File: src/dlsi_pkg.sv
// Shared types, codes and constants for the dual LED status indicator.
// No dependencies; every other file imports this package.
package dlsi_pkg;

    typedef enum logic [2:0] {
        MODE_OFF     = 3'd0,
        MODE_ON      = 3'd1,
        MODE_FLICKER = 3'd2,
        MODE_BLINK   = 3'd3,
        MODE_SINGLE  = 3'd4,
        MODE_DOUBLE  = 3'd5,
        MODE_TRIPLE  = 3'd6,
        MODE_OFF_ALT = 3'd7
    } mode_t;

    localparam logic [3:0] PHASES_PER_CYCLE = 4'd8;
    localparam logic [3:0] MID_PHASE        = 4'd4;
    localparam logic [3:0] MAX_PATTERN_CNT  = 4'd10;

    // Per-LED pattern state.
    typedef struct packed {
        logic [3:0] cnt;
        mode_t      mode;
        logic       level;
    } led_state_t;

    // Timing of the current tick within the 400 ms cycle.
    typedef struct packed {
        logic at_mid;
        logic at_end;
        logic odd;
    } tick_ctl_t;

    localparam led_state_t LED_STATE_RESET = '{cnt: 4'd0, mode: MODE_OFF, level: 1'b0};

    // Pattern counter load value when a new mode is latched.
    function automatic logic [3:0] load_value(input mode_t mode);
        logic [3:0] val;
        begin
            case (mode)
                MODE_BLINK:  val = 4'd2;
                MODE_SINGLE: val = 4'd6;
                MODE_DOUBLE: val = 4'd8;
                MODE_TRIPLE: val = 4'd10;
                default:     val = 4'd1;
            endcase
            return val;
        end
    endfunction

endpackage

File: src/dlsi_led.sv
// Next-state logic for one LED: flicker toggling and the flash pattern step.
// Depends on dlsi_pkg.
module dlsi_led (
    input  logic                is_red,
    input  dlsi_pkg::tick_ctl_t ctl,
    input  dlsi_pkg::mode_t     req,
    input  dlsi_pkg::led_state_t cur,
    output dlsi_pkg::led_state_t nxt
);
    import dlsi_pkg::*;

    logic [3:0] c;
    mode_t      mode;
    logic       lvl;
    logic [3:0] cnt_next;

    always_comb
    begin
        c        = cur.cnt;
        mode     = cur.mode;
        lvl      = cur.level;
        cnt_next = cur.cnt;

        // Flicker follows the mode that was active before this tick.
        if (cur.mode == MODE_FLICKER)
        begin
            lvl = is_red ? ~ctl.odd : ctl.odd;
        end

        if (ctl.at_mid || ctl.at_end)
        begin
            if (c == 4'd0)
            begin
                if (ctl.at_end)
                begin
                    mode = req;
                    if (is_red)
                        lvl = (req != MODE_OFF) && (req != MODE_OFF_ALT);
                    else
                        lvl = (req == MODE_ON);
                    c = load_value(req);
                end
                else
                begin
                    // An idle counter stays at zero across mid-cycle.
                    c = 4'd1;
                end
            end
            else if (c == 4'd1)
            begin
                if (cur.mode == MODE_BLINK)
                    lvl = ~is_red;
            end
            else if (c inside {4'd5, 4'd7, 4'd9})
            begin
                lvl = ~is_red;
            end
            else if (c inside {4'd6, 4'd8})
            begin
                lvl = is_red;
            end
            else if (c == 4'd4)
            begin
                if (!is_red)
                    lvl = 1'b0;
            end
            cnt_next = c - 4'd1;
        end

        nxt = '{cnt: cnt_next, mode: mode, level: lvl};
    end

endmodule

File: src/dlsi_step.sv
// One tick of the indicator: phase counter and both LED pattern updates.
// Depends on dlsi_pkg and dlsi_led.
module dlsi_step (
    input  logic [3:0]           phase,
    input  dlsi_pkg::mode_t      green_req,
    input  dlsi_pkg::mode_t      red_req,
    input  dlsi_pkg::led_state_t green_cur,
    input  dlsi_pkg::led_state_t red_cur,
    output logic [3:0]           phase_out,
    output dlsi_pkg::led_state_t green_nxt,
    output dlsi_pkg::led_state_t red_nxt
);
    import dlsi_pkg::*;

    logic [3:0] phase_dec;
    tick_ctl_t  ctl;

    always_comb
    begin
        phase_dec  = phase - 4'd1;
        ctl.odd    = phase_dec[0];
        ctl.at_mid = (phase_dec == MID_PHASE);
        ctl.at_end = (phase_dec == 4'd0);
        phase_out  = ctl.at_end ? PHASES_PER_CYCLE : phase_dec;
    end

    dlsi_led u_green (
        .is_red (1'b0),
        .ctl    (ctl),
        .req    (green_req),
        .cur    (green_cur),
        .nxt    (green_nxt)
    );

    dlsi_led u_red (
        .is_red (1'b1),
        .ctl    (ctl),
        .req    (red_req),
        .cur    (red_cur),
        .nxt    (red_nxt)
    );

endmodule

File: src/dual_led_status_indicator.sv
// Dual LED status indicator, top level: input register, tick state and result register.
// Depends on dlsi_pkg and dlsi_step.
//
// Usage:
// Each input transfer (in_valid/in_ready with green_mode, red_mode) is one 50 ms
// tick carrying the requested mode of each LED. Each tick yields exactly one
// output transfer (out_valid/out_ready with green_led, red_led) giving both LED
// levels after that tick, in order.
// A tick taken into the input register is processed by the combinational tick
// update, and its result is registered in the result register once that register
// can take it. Throughput is one tick per cycle while the receiver does not stall;
// the input register and the result register form a two-stage pipeline.
// When the receiver stalls, the result register holds and the input register
// can still take one more tick; in_ready drops only when both are full.
// Reset sets the phase counter to one, so the first tick ends a cycle and latches
// the requested modes; both LED states start dark (the LED output registers are not reset) and both stages empty.
module dual_led_status_indicator (
    input  logic       clk,
    input  logic       rst_n,
    input  logic       in_valid,
    output logic       in_ready,
    input  logic [2:0] green_mode,
    input  logic [2:0] red_mode,
    output logic       out_valid,
    input  logic       out_ready,
    output logic       green_led,
    output logic       red_led
);
    import dlsi_pkg::*;

    logic       in_valid_reg;
    mode_t      green_req_reg;
    mode_t      red_req_reg;
    logic       out_valid_reg;
    logic       green_led_reg;
    logic       red_led_reg;
    logic [3:0] phase_reg;
    logic [3:0] phase_next;
    led_state_t green_reg;
    led_state_t green_next;
    led_state_t red_reg;
    led_state_t red_next;
    logic       advance;

    assign advance   = in_valid_reg && (!out_valid_reg || out_ready);
    assign in_ready  = !in_valid_reg || advance;
    assign out_valid = out_valid_reg;
    assign green_led = green_led_reg;
    assign red_led   = red_led_reg;

    dlsi_step u_step (
        .phase     (phase_reg),
        .green_req (green_req_reg),
        .red_req   (red_req_reg),
        .green_cur (green_reg),
        .red_cur   (red_reg),
        .phase_out (phase_next),
        .green_nxt (green_next),
        .red_nxt   (red_next)
    );

    always_ff @(posedge clk or negedge rst_n)
    begin
        if (!rst_n)
        begin
            in_valid_reg  <= 1'b0;
            out_valid_reg <= 1'b0;
            phase_reg     <= 4'd1;
            green_reg     <= LED_STATE_RESET;
            red_reg       <= LED_STATE_RESET;
        end
        else
        begin
            if (in_ready)
                in_valid_reg <= in_valid;
            if (advance)
                out_valid_reg <= 1'b1;
            else if (out_ready)
                out_valid_reg <= 1'b0;
            if (advance)
            begin
                phase_reg <= phase_next;
                green_reg <= green_next;
                red_reg   <= red_next;
            end
        end
    end

    always_ff @(posedge clk)
    begin
        if (in_valid && in_ready)
        begin
            green_req_reg <= mode_t'(green_mode);
            red_req_reg   <= mode_t'(red_mode);
        end
        if (advance)
        begin
            green_led_reg <= green_next.level;
            red_led_reg   <= red_next.level;
        end
    end

    // The phase counter always runs between one and a full cycle.
    a_phase_range : assert property (@(posedge clk) disable iff (!rst_n)
        (phase_reg != 4'd0) && (phase_reg <= PHASES_PER_CYCLE))
        else $error("phase counter out of range");

    // Pattern counters never exceed the longest flash sequence.
    a_cnt_range : assert property (@(posedge clk) disable iff (!rst_n)
        (green_reg.cnt <= MAX_PATTERN_CNT) && (red_reg.cnt <= MAX_PATTERN_CNT))
        else $error("pattern counter out of range");

    // Tick state moves only when a tick passes into the result register.
    a_state_hold : assert property (@(posedge clk) disable iff (!rst_n)
        !advance |=> $stable(phase_reg) && $stable(green_reg) && $stable(red_reg))
        else $error("tick state changed without a tick");

    // Whenever the result side can drain, the input must be ready to take a new tick.
    a_no_bubble : assert property (@(posedge clk) disable iff (!rst_n)
        (!out_valid_reg || out_ready) |-> in_ready)
        else $error("input stalled while the result stage could drain");

endmodule

File: config.mk
export PLATFORM = sky130hd
export DESIGN_NAME = dual_led_status_indicator
export DESIGN_NICKNAME = d
export VERILOG_FILES = /design/src/dlsi_pkg.sv /design/src/dlsi_led.sv /design/src/dlsi_step.sv /design/src/dual_led_status_indicator.sv
export SDC_FILE = /design/constraint.sdc
export NUM_CORES = 1
export LEC_CHECK = 0
export BUFFER_PORTS_ARGS = -buffer_cell sky130_fd_sc_hd__buf_2
export CORE_AREA = 3 3 86 88
export DETAILED_ROUTE_END_ITERATION = 10
export DIE_AREA = 0 0 89 91
export MAX_ROUTING_LAYER = met4
export PLACE_DENSITY = 0.47
export SYNTH_ARGS = -nofsm -noshare
export SYNTH_HDL_FRONTEND = slang
export SYNTH_HIERARCHICAL = 1
export SYNTH_SLANG_ARGS = --single-unit
File: constraint.sdc
create_clock -name clk -period 3.1 [get_ports clk]
set_input_delay 0.93 -clock clk [delete_from_list [all_inputs] [get_ports clk]]
set_output_delay 0.93 -clock clk [all_outputs]
set_load 0.01 [all_outputs]
Word level (Yosys, flattened, before mapping). Cells that the tools add are included.

Register bits: 30. Output and inout port bits: 4. Logic and storage cells: 93. Memory bits (read-only): 0. Bits of input ports: 10. Memory bits (writable): 0. Memories kept: 0. Latch bits: 0.

Magnitude comparators: 0. Shift operators: 0. $mul: 0. Mux-type cells: 28. Bitwise gates (word level): 1. Reductions and logical operators: 20. Div/mod/pow operators: 0. Add/sub/neg operators: 3. Eq/ne operators: 28.

Operator list (count): $eq A4 B3 Y1 const B (8); $pmux W4 S4 (2); $mux W4 (7); $mux W1 (19); $eq A3 B2 Y1 const B (6); $eq A3 B3 Y1 const B (6); $eq A4 B4 Y1 const B (4); $logic_not A4 Y1 (3); $sub A4 B1 Y4 const B (3); $reduce_bool A3 Y1 (3); $eq A4 B1 Y1 const B (2); $reduce_and A4 Y1 (2); $reduce_bool A2 Y1 (3); $eq A3 B1 Y1 const B (1); $logic_and A1 B1 Y1 (3); $logic_or A1 B1 Y1 (3); $ne A3 B3 Y1 const B (1); $logic_not A1 Y1 (2); $reduce_and A2 Y1 (1); $not A1 Y1 (1).

Logic depth before layout (Yosys ltp). Gate-level depths: netlist of run 1.

Depth in word-level cells: 8. Gate-level depth with buffers: 10.

Cells and area by module. The synthesis of run 1 kept the hierarchy.

By module, submodules not included: dual_led_status_indicator (area each 1166.1 sq um, cells each 59, seq. area each 792.0 sq um, times used 1); dlsi_led (area each 411.6 sq um, cells each 55, seq. area each 0.0 sq um, times used 2); dlsi_step (area each 151.4 sq um, cells each 24, seq. area each 0.0 sq um, times used 1).

Worst setup path after synthesis of run 1. No wires, ideal clock.

Path type: flip-flop to flip-flop. Start: reg phase_reg[0]. End: reg red_reg[6] (netlist bit). Path slack: 367 ps. Setup time: 125 ps. Stages on the path, launching flop included: 11. Arrival: 2608 ps. Period minus slack after synthesis: 2733 ps. Cells stage by stage: dfstp_2 inv_1 ha_1 nand2b_1 o22ai_1 o21ai_0 a21oi_1 ha_1 o21ai_0 xor2_1 mux2_4.

RTL lines: start, declared (RTL line dual_led_status_indicator.sv:37) `logic [3:0] phase_reg;`; start signal, assigned (RTL line dual_led_status_indicator.sv:82) `phase_reg <= phase_next;`; end signal, assigned (RTL line dual_led_status_indicator.sv:84) `red_reg <= red_next;`; end, declared (RTL line dual_led_status_indicator.sv:41) `led_state_t red_reg;`.

==> summary.txt, run 1 <==
CTS
  • Number of buffers created by CTS: 5
  • Buffers inserted by post-CTS timing repair: 0
  • H-tree depth: 2
  • CTS resizes: 0
  • Worst-path clk slew: 0.06 ns
  • Worst skew pair latency: 0.28 ns
  • TritonCTS clock tree: done
  • Clock Tree Buf Depth: 2
  • Hold-fix buffers, CTS: 0
  • Root Buffer: clkbuf_8
  • Clock sink total: 30

STA
  • Worst Tran Pin Value: 0.5880 ns
  • Rel. slew slack: 60.80%
  • Sum Neg Setup Slack: 0 ns
  • Clock skew: 0.008029 ns
  • Tmin final: 2.718 ns
  • Final Cycle Share: 87.69%
  • Slew Viols, Final: 0
  • Final Worst Setup Slack: 0.3816 ns
  • RSZ-0062 raised after global routing: no
  • F_max: 367.9 MHz
  • Final Hold Vio Count: 0
  • Setup violations, final: 0

Pwr
  • Power Internal: 1.232 mW
  • Peak VDD IR: 0.0002472 V
  • Total power: 1.998 mW
  • Net Sw Frac: 38.32%
  • Cell area power density: 854.2 mW/mm^2
  • Net Sw Power: 0.7654 mW
  • Combinational group share of total power: 46.8%
  • Clk pwr share: 15.3%
  • Part of the power in registers: 37.8%
  • P_leak: 1.020 nW

Logic synthesis
  • Netlist cell types: 43
  • Simple-gate share of the synthesized area: 16.42%
  • Seq/Total Area, Yosys: 37.00%
  • Share of the synthesized area in the top cell type: 24.55%
  • Post-synthesis net count: 207
  • Area fraction in compound gates after synthesis: 15.25%
  • Synth top cells by count: dfrtp_1 (21), mux2_4 (19), mux2_2 (11), nor2_1 (10), xor2_1 (10)
  • Fraction of registers with async set/reset: 73.33%
  • Mux share of post-synthesis cell area: 20.05%
  • #FFs+latches synth: 30
  • Synth area leader: dfrtp_1
  • EDFF count, synth: 8
  • Ranking of synthesized cells by area: dfrtp_1 (25%), mux2_4 (13%), edfxtp_1 (11%)
  • Syn Area/Cell: 11.09 um^2
  • Post-Synth Adder-Cell Area: 2.338%
  • Synth warnings: 6
  • Largest family of logic cells by synthesized area: multiplexers
  • Most frequent cell after synthesis: dfrtp_1
  • Top_reg_cell synth: dfrtp_1
  • Synth Area in XOR/XNOR: 4.091%
  • Syn Inst Count: 193
  • Cell area after synthesis: 0.002141 mm^2

Placed design
  • HPWL after detailed placement: 2819 um
  • Placer Congestion: 0.8270
  • Pre-CTS setup slack: 0.4162 ns
  • Inst Count DP: 280
  • Port Buffers: 13
  • Placement-stage cell area: 0.002258 mm^2

Floorplanning
  • Row Count: 30
  • Starting Density: 31.86%
  • Core box area: 0.006719 mm^2
  • Die Wd: 89 um
  • I/O Pins: 14
  • Full die area: 0.008099 mm^2
  • Chip height: 91 um

Route
  • Post-route DRC violation count: 0
  • Metal2 WL: 1754 um
  • Top Layer Used: met4
  • Final WL: 4150 um
  • Met1 WL: 2173 um
  • Number of DRC markers in iteration 0: 86
  • WL per Instance: 14.41 um
  • Via count: 1439
  • Avg Vias per Cell: 4.997
  • Met3 wire length: 170 um
  • DR pass1 iterations: 4
  • Antenna-violating nets left: 0

Worst hold path
  • Tightest Hold Check Type: reg2reg
  • Worst Hold End: green_reg[0]
  • Hold Path Depth: 1
  • Hold path startpoint: green_reg[0]

Layout
  • Final Net Count: 221
  • Share of layout cells above drive strength 1: 30.77%
  • Area growth from synthesis to layout: 9.234%
  • Count of filler cells inserted in the layout: 659
  • Design area: 0.002338 mm^2
  • Final non-filler cell total: 288
  • Diode count: 0

Global route
  • Vias in the first global route: 1382
  • Pin count of the biggest net entering global routing: 23
  • Overall global routing resource usage: 11.23%
  • Gr ovfl total: 0
  • First-pass GRT wire length: 6913 um
  • Initial antenna violation count: 0

Setup path
  • Kind of critical path: reg2reg
  • Critical path data required time: 3.27 ns
  • Reg2reg path depth: 11
  • CP endpoint kind: flip-flop
  • CP max FO: 12
  • FF-to-FF End: green_reg[6]
  • Critical Path Start Type: flip-flop
  • WP data arrival: 2.88 ns
  • R2r setup slk: 0.38 ns
  • Crit Reg-Reg Startpoint: phase_reg[0]

Run
  • Max-Cap Viols: 0

Status
  • Status: complete, no violations
==> logic make-up after synthesis <==
group | after synthesis
flip-flops | 30
other | 2
multiplexers | 32
AND/OR/NAND/NOR | 53
buffers and inverters | 17
XOR/XNOR | 10
AO/OA/AOI/OAI | 45
adder cells (fa/ha/maj) | 4
==> worst max-delay path, stage by stage (launching register included) <==
cell      delay [ns]
dfstp_2         0.57
inv_1           0.14
ha_1            0.29
nand2b_1        0.20
o22ai_1         0.15
buf_4           0.20
o21ai_0         0.11
a21oi_1         0.24
ha_1            0.19
o21ai_0         0.09
xor2_1          0.17
mux2_4          0.26
==> final cells by class <==
cell class / count / area, um^2 / share of cell area, %
well taps: 80 / 100.1 / 4.280
clock inverters: 1 / 3.754 / 0.1605
flip-flops and latches: 30 / 792.0 / 33.87
clock buffers: 7 / 76.32 / 3.264
multi-input cells: 146 / 1252 / 53.56
repair buffers: 15 / 80.08 / 3.424
inverters: 9 / 33.78 / 1.445
==> placed cells by master, fill, tap and decap left out, drive strengths merged, types with 3 or more instances in the layout <==
| master | synthesis | routed |
|---|---|---|
| nand2b | 11 | 11 |
| dfrtp | 21 | 21 |
| inv | 9 | 9 |
| edfxtp | 8 | 8 |
| nand2 | 6 | 6 |
| mux2 | 30 | 30 |
| o21ai | 9 | 9 |
| buf | 8 | 15 |
| xor2 | 10 | 10 |
| a31oi | 4 | 4 |
| nor2 | 10 | 10 |
| ha | 4 | 4 |
| nor2b | 4 | 4 |
| and2 | 3 | 3 |
| clkbuf | 0 | 7 |
| a21bo | 4 | 4 |
| a21oi | 9 | 9 |
| nor3 | 8 | 8 |
==> worst max-delay path by stage <==
stage,depth (start not counted),end,start
2_1_floorplan,10,red_reg[6],phase_reg[0]
3_3_place_gp,11,green_reg[6],phase_reg[0]
3_5_place_dp,11,green_reg[6],phase_reg[0]
4_1_cts,11,red_reg[6],phase_reg[0]
5_1_grt,11,green_reg[6],phase_reg[0]
6_report,11,green_reg[6],phase_reg[0]
==> power by group through the flow <==
stage | Combinational (mW) | Clock, mW | Sequential (mW)
floorplan | 0.845 | 0 | 0.689
global placement | 0.938 | 0 | 0.765
detailed placement | 0.928 | 0 | 0.761
CTS | 0.938 | 0.317 | 0.755
global route | 1.04 | 0.336 | 0.786
finish | 0.935 | 0.306 | 0.756
==> per-layer routing <==
layer	global-route usage, %	vias to the layer above
met1	16.42	680
met3	2.722	4
met2	15.28	30
met5	-	-
met4	3.350	0
li1	-	725
==> metrics by stage <==
stage | utilization, % | hold WS (ns)
after detailed placement | 33.61 | 0.5320
after CTS | 34.80 | 0.5552
final | 34.80 | 0.5517
after floorplan | - | 0.4827
after global placement | 33.61 | 0.5388
after global routing | 34.80 | 0.5863
No activity file was read; power rests on OpenSTA's default activity.
==> inputs of run 2 (changes only) <==
RECOVER_POWER = 50   (was unset)
==> run 2 against run 1 <==
  * Sequential cell count did not move
  * Worst setup slack barely moved
  * Power barely moved
  * Routed wire length barely moved
  * Via count fell by 0.14%
  * Sequential share of layout area rose by 0.13 points
  * Register-to-register slack barely moved
  * Critical path depth did not move
  * Combinational power barely moved
  * Clock-buffer cell count did not move
  * Global-route usage did not move
  * Largest cell class unchanged
==> summary.txt, run 2 (synthesis gave the netlist of run 1 again) <==
STA
  • Final Cycle Share: 87.69% (about the same)
  • Sum Neg Setup Slack: 0 ns (unchanged)
  • Final Hold Vio Count: 0 (unchanged)
  • Final Worst Setup Slack: 0.3816 ns (about the same)
  • Worst Tran Pin Value: 1.411 ns (was 0.5880 ns)
  • F_max: 367.9 MHz (about the same)
  • Rel. slew slack: 5.959% (was 60.80%)
  • Setup violations, final: 0 (unchanged)
  • Slew Viols, Final: 0 (unchanged)
  • Final hold slack: 0.5517 ns (unchanged)
  • RSZ-0062 raised after global routing: no (unchanged)
  • Tmin final: 2.718 ns (about the same)
  • Clock skew: 0.008029 ns (unchanged)

CTS
  • TritonCTS clock tree: done (unchanged)
  • Buffers inserted by post-CTS timing repair: 0 (unchanged)
  • Worst-path clk slew: 0.06 ns (about the same)
  • H-tree depth: 2 (unchanged)
  • CTS resizes: 0 (unchanged)
  • Clock sink total: 30 (unchanged)
  • Worst skew pair latency: 0.28 ns (about the same)
  • Number of buffers created by CTS: 5 (unchanged)
  • Hold-fix buffers, CTS: 0 (unchanged)
  • Root Buffer: clkbuf_8 (unchanged)
  • Clock Tree Buf Depth: 2 (unchanged)

Layout
  • Commonest non-fill, non-tap cell in the layout: dfrtp_1 (unchanged)
  • Final non-filler cell total: 288 (unchanged)
  • Final Net Count: 221 (unchanged)
  • Most frequent cells in the layout: dfrtp_1 (21), mux2_4 (19), buf_2 (12) (was dfrtp_1 (21), mux2_4 (19), buf_2 (13))
  • Area growth from synthesis to layout: 8.825% (was 9.234%)
  • Diode count: 0 (unchanged)
  • Share of layout cells above drive strength 1: 29.81% (was 30.77%)
  • Design area: 0.002330 mm^2 (was 0.002338 mm^2)
  • Count of filler cells inserted in the layout: 660 (was 659)

Floorplanning
  • Full die area: 0.008099 mm^2 (unchanged)
  • Row Count: 30 (unchanged)
  • Core box area: 0.006719 mm^2 (unchanged)
  • I/O Pins: 14 (unchanged)
  • Die Wd: 89 um (unchanged)
  • Chip height: 91 um (unchanged)
  • Starting Density: 31.86% (unchanged)

Route
  • Final WL: 4153 um (was 4150 um)
  • Number of DRC markers in iteration 0: 86 (unchanged)
  • Avg Vias per Cell: 4.990 (was 4.997)
  • WL per Instance: 14.42 um (was 14.41 um)
  • Antenna-violating nets left: 0 (unchanged)
  • Via count: 1437 (was 1439)
  • Post-route DRC violation count: 0 (unchanged)
  • DR pass1 iterations: 4 (unchanged)

Global route
  • Vias in the first global route: 1382 (unchanged)
  • Met1 Track Usage GR: 16.42% (unchanged)
  • Global-route met3 utilization: 2.722% (unchanged)
  • M2 GR Usage: 15.28% (unchanged)
  • Gr ovfl total: 0 (unchanged)
  • First-pass GRT wire length: 6913 um (unchanged)
  • Overall global routing resource usage: 11.23% (unchanged)
  • Initial antenna violation count: 0 (unchanged)
  • Pin count of the biggest net entering global routing: 23 (unchanged)
  • Most Used Layer, Global Route: met1 (unchanged)

Status
  • Status: complete, no violations (unchanged)

Pwr
  • Peak VDD IR: 0.0002472 V (about the same)
  • P_leak: 1.011 nW (was 1.020 nW)
  • Cell area power density: 856.7 mW/mm^2 (was 854.2 mW/mm^2)

Setup path
  • Critical path's slowest cell: dfstp_2 (unchanged)
  • WP data arrival: 2.88 ns (about the same)
  • Critical Path Start Type: flip-flop (unchanged)
  • Kind of critical path: reg2reg (unchanged)
  • Critical Path Max Stage Delay: 0.57 ns (about the same)
  • Critical path buffers and inverters: 2 (unchanged)
  • Top cell family by delay on the critical path: compound AO/OA/AOI/OAI gates (unchanged)
  • Worst-path cell chain: inv_1 > ha_1 > nand2b_1 > o22ai_1 > buf_4 > o21ai_0 > a21oi_1 > ha_1 > o21ai_0 > xor2_1 > mux2_4 (unchanged)
  • CP endpoint kind: flip-flop (unchanged)
  • Critical path data required time: 3.27 ns (about the same)
  • CP max FO: 12 (unchanged)

Placed design
  • Placement-stage cell area: 0.002258 mm^2 (unchanged)
  • Placer Congestion: 0.8270 (unchanged)
  • Inst Count DP: 280 (unchanged)
  • HPWL after detailed placement: 2819 um (unchanged)
  • Port Buffers: 13 (unchanged)
  • Pre-CTS setup slack: 0.4162 ns (unchanged)

Run
  • Max-Cap Viols: 0 (unchanged)

Worst hold path
  • Tightest Hold Check Type: reg2reg (unchanged)
[run 2: cell types whose count changed in the layout (fill, tap and decap cells not counted), sizes merged]
| cell | before | now |
|---|---|---|
| buf | 15 | 14 |
| clkbuf | 7 | 8 |
[run 2: final cells by class]
cell class | instances | area, um^2 | share of cell area (%)
Clock buffer | 7 | 76.32 | 3.276
Clock inverter | 1 | 3.754 | 0.1611
Multi-Input combinational cell | 146 | 1245 | 53.44
Sequential cell | 30 | 792.0 | 34.00
Tap cell | 80 | 100.1 | 4.296
Timing Repair Buffer | 15 | 78.83 | 3.383
Inverter | 9 | 33.78 | 1.450
[run 2: final timing paths]
path                       slack, ns    startpoint  depth (start not counted)           end
min in group asynchronous       0.97         rst_n                          1  green_reg[4]
min reg2reg                     0.55  green_reg[0]                          1  green_reg[0]
max in group asynchronous       1.30         rst_n                          1  phase_reg[1]
max                             0.38  phase_reg[0]                         11  green_reg[6]
max reg2reg                     0.38  phase_reg[0]                         11  green_reg[6]
min                             0.55  green_reg[0]                          1  green_reg[0]
[run 2: per-stage QoR]
stage	power, mW	util [%]
finish	1.996	34.67
floorplan	1.534	-
detailed placement	1.690	33.61
global placement	1.703	33.61
CTS	2.010	34.80
global route	2.156	34.67
[run 2: metal layers]
layer	part of all wire, %	wire length (um)
met1	52	2177
met2	42	1753
met3	4.1	170
met4	1.3	52
met5	0	0
[run 2: power by group]
part | internal (mW) | total (mW) | switching (mW)
clock | 0.156 | 0.306 | 0.150
combinational | 0.529 | 0.934 | 0.405
sequential | 0.545 | 0.755 | 0.210
total | 1.23 | 2.00 | 0.765
==> inputs of run 3 (changes only) <==
GPL_TIMING_DRIVEN = 0   (was unset)
==> run 3 against run 2 <==
  * Register-to-register slack lost 0.15 ns
  * Clock skew shrank 0.0051 ns
  * Sequential share of layout area shrank 1.7 points
  * Clock-buffer cell count shrank 1
  * Worst setup slack lost 0.15 ns
  * Power grew 13%
  * Core utilization grew 1.9 points
  * Sequential cell count is the same
  * Routed wire length grew 4.6%
  * Highest routed layer unchanged
  * Critical path depth shrank 1
  * Largest cell class unchanged
==> summary.txt, run 3 (synthesis gave the netlist of run 1 again) <==
Status
  • Status: complete, no violations (unchanged)

Pwr
  • Peak VDD IR: 0.0002514 V (was 0.0002472 V)
  • P_leak: 1.067 nW (was 1.011 nW)
  • Cell area power density: 921.7 mW/mm^2 (was 856.7 mW/mm^2)

Global route
  • Pin count of the biggest net entering global routing: 23 (unchanged)
  • Initial antenna violation count: 0 (unchanged)
  • Overall global routing resource usage: 12.21% (was 11.23%)
  • First-pass GRT wire length: 7465 um (was 6913 um)
  • Gr ovfl total: 0 (unchanged)
  • Vias in the first global route: 1462 (was 1382)

STA
  • Worst Tran Pin Value: 1.328 ns (was 1.411 ns)
  • Tmin final: 2.870 ns (was 2.718 ns)
  • Slew Viols, Final: 0 (unchanged)
  • Final Hold Vio Count: 0 (unchanged)
  • Final Worst Setup Slack: 0.2298 ns (was 0.3816 ns)
  • Rel. slew slack: 11.50% (was 5.959%)
  • Final Cycle Share: 92.59% (was 87.69%)
  • RSZ-0062 raised after global routing: no (unchanged)
  • F_max: 348.4 MHz (was 367.9 MHz)
  • Clock skew: 0.002936 ns (was 0.008029 ns)
  • Setup violations, final: 0 (unchanged)

Placed design
  • Inst Count DP: 286 (was 280)
  • Port Buffers: 13 (unchanged)
  • Placer Congestion: 0.7309 (was 0.8270)
  • Pre-CTS setup slack: -0.3194 ns (was 0.4162 ns)
  • HPWL after detailed placement: 3003 um (was 2819 um)

CTS
  • Clock Tree Buf Depth: 2 (unchanged)
  • Worst-path clk slew: 0.07 ns (was 0.06 ns)
  • H-tree depth: 2 (unchanged)
  • Root Buffer: clkbuf_8 (unchanged)
  • Number of buffers created by CTS: 5 (unchanged)
  • TritonCTS clock tree: done (unchanged)
  • Worst skew pair latency: 0.28 ns (about the same)
  • Hold-fix buffers, CTS: 0 (unchanged)
  • Buffers inserted by post-CTS timing repair: 0 (unchanged)
  • Clock sink total: 30 (unchanged)

Route
  • Avg Vias per Cell: 5.007 (was 4.990)
  • Antenna-violating nets left: 0 (unchanged)
  • Number of DRC markers in iteration 0: 93 (was 86)
  • Final WL: 4342 um (was 4153 um)
  • Via count: 1472 (was 1437)
  • Post-route DRC violation count: 0 (unchanged)
  • WL per Instance: 14.77 um (was 14.42 um)
  • DR pass1 iterations: 6 (was 4)

Floorplanning
  • I/O Pins: 14 (unchanged)
  • Chip height: 91 um (unchanged)
  • Core box area: 0.006719 mm^2 (unchanged)
  • Starting Density: 31.86% (unchanged)
  • Die Wd: 89 um (unchanged)
  • Full die area: 0.008099 mm^2 (unchanged)
  • Row Count: 30 (unchanged)

Layout
  • Final non-filler cell total: 294 (was 288)
  • Commonest non-fill, non-tap cell in the layout: dfrtp_1 (unchanged)
  • Area growth from synthesis to layout: 14.67% (was 8.825%)
  • Share of layout cells above drive strength 1: 33.64% (was 29.81%)
  • Final Net Count: 227 (was 221)
  • Diode count: 0 (unchanged)
  • Most frequent cells in the layout: dfrtp_1 (21), mux2_4 (19), buf_2 (13) (was dfrtp_1 (21), mux2_4 (19), buf_2 (12))
  • Count of filler cells inserted in the layout: 690 (was 660)

Setup path
  • Kind of critical path: reg2reg (unchanged)
  • WP data arrival: 3.04 ns (was 2.88 ns)
  • Critical path data required time: 3.27 ns (about the same)
  • CP max FO: 12 (unchanged)
  • CP endpoint kind: flip-flop (unchanged)
  • R2r setup slk: 0.23 ns (was 0.38 ns)
  • Critical Path Start Type: flip-flop (unchanged)

Run
  • Max-Cap Viols: 0 (unchanged)

Worst hold path
  • Tightest Hold Check Type: reg2reg (unchanged)
run 3: path summary, 6_finish.rpt:
| check | startpoint | to | cells past startpoint |
|---|---|---|---|
| worst max-delay path | phase_reg[0] | red_reg[6] | 10 |
| worst min-delay path | red_reg[5] | red_reg[5] | 1 |
| max in group asynchronous | rst_n | green_reg[1] | 1 |
| worst min register to register | red_reg[5] | red_reg[5] | 1 |
| worst max register to register | phase_reg[0] | red_reg[6] | 10 |
| min in group asynchronous | rst_n | green_reg[6] | 1 |
run 3: stage by stage:
stage	util [%]	power, mW	instance area (um^2)	hold WS, ns	setup TNS (ns)
floorplan	-	1.534	2141	0.4827	0
global placement	34.32	1.734	2306	0.5012	-1.115
detailed placement	34.32	1.735	2306	0.5065	-0.6599
CTS	36.54	2.262	2455	0.5242	0
global route	36.54	2.455	2455	0.5516	0
finish	36.54	2.263	2455	0.5188	0
run 3: layer usage:
| layer | track usage [%] | wire length [um] | up-vias |
|---|---|---|---|
| met5 | - | 0 | - |
| met4 | 3.722 | 44 | 0 |
| met3 | 3.267 | 137 | 2 |
| met2 | 15.84 | 1855 | 26 |
| met1 | 18.29 | 2304 | 699 |
| li1 | - | - | 745 |
run 3: cell type report:
class | instances | area, um^2 | share of cell area (%)
Multi-Input combinational cell | 146 | 1269 | 51.68
Inverter | 9 | 33.78 | 1.376
Sequential cell | 30 | 792.0 | 32.26
Tap cell | 80 | 100.1 | 4.077
Timing Repair Buffer | 13 | 62.56 | 2.548
Clock inverter | 2 | 60.06 | 2.446
Buffer | 8 | 55.05 | 2.243
Clock buffer | 6 | 82.58 | 3.364
run 3: critical path, stage by stage (launching register included):
cell and delay (ns):
dfstp_2 0.59, inv_1 0.16, ha_1 0.30, nand2b_1 0.25, o22ai_4 0.31, o21ai_0 0.15, a21oi_1 0.27, ha_1 0.19
o21ai_0 0.09, xor2_1 0.18, mux2_4 0.26
run 3: what timing repair did:
item | 4_1_cts | 5_1_grt
hold endpoints to repair | 0 | 0
endpoints found under the setup margin | 6 | 3
pin swaps | 0 | 1
resized for setup | 1 | 3
run 3: power by group:
group,total (mW),internal (mW),switching (mW)
registers,0.726,0.546,0.180
clock network,0.504,0.343,0.161
logic,1.03,0.573,0.459
total,2.26,1.46,0.801
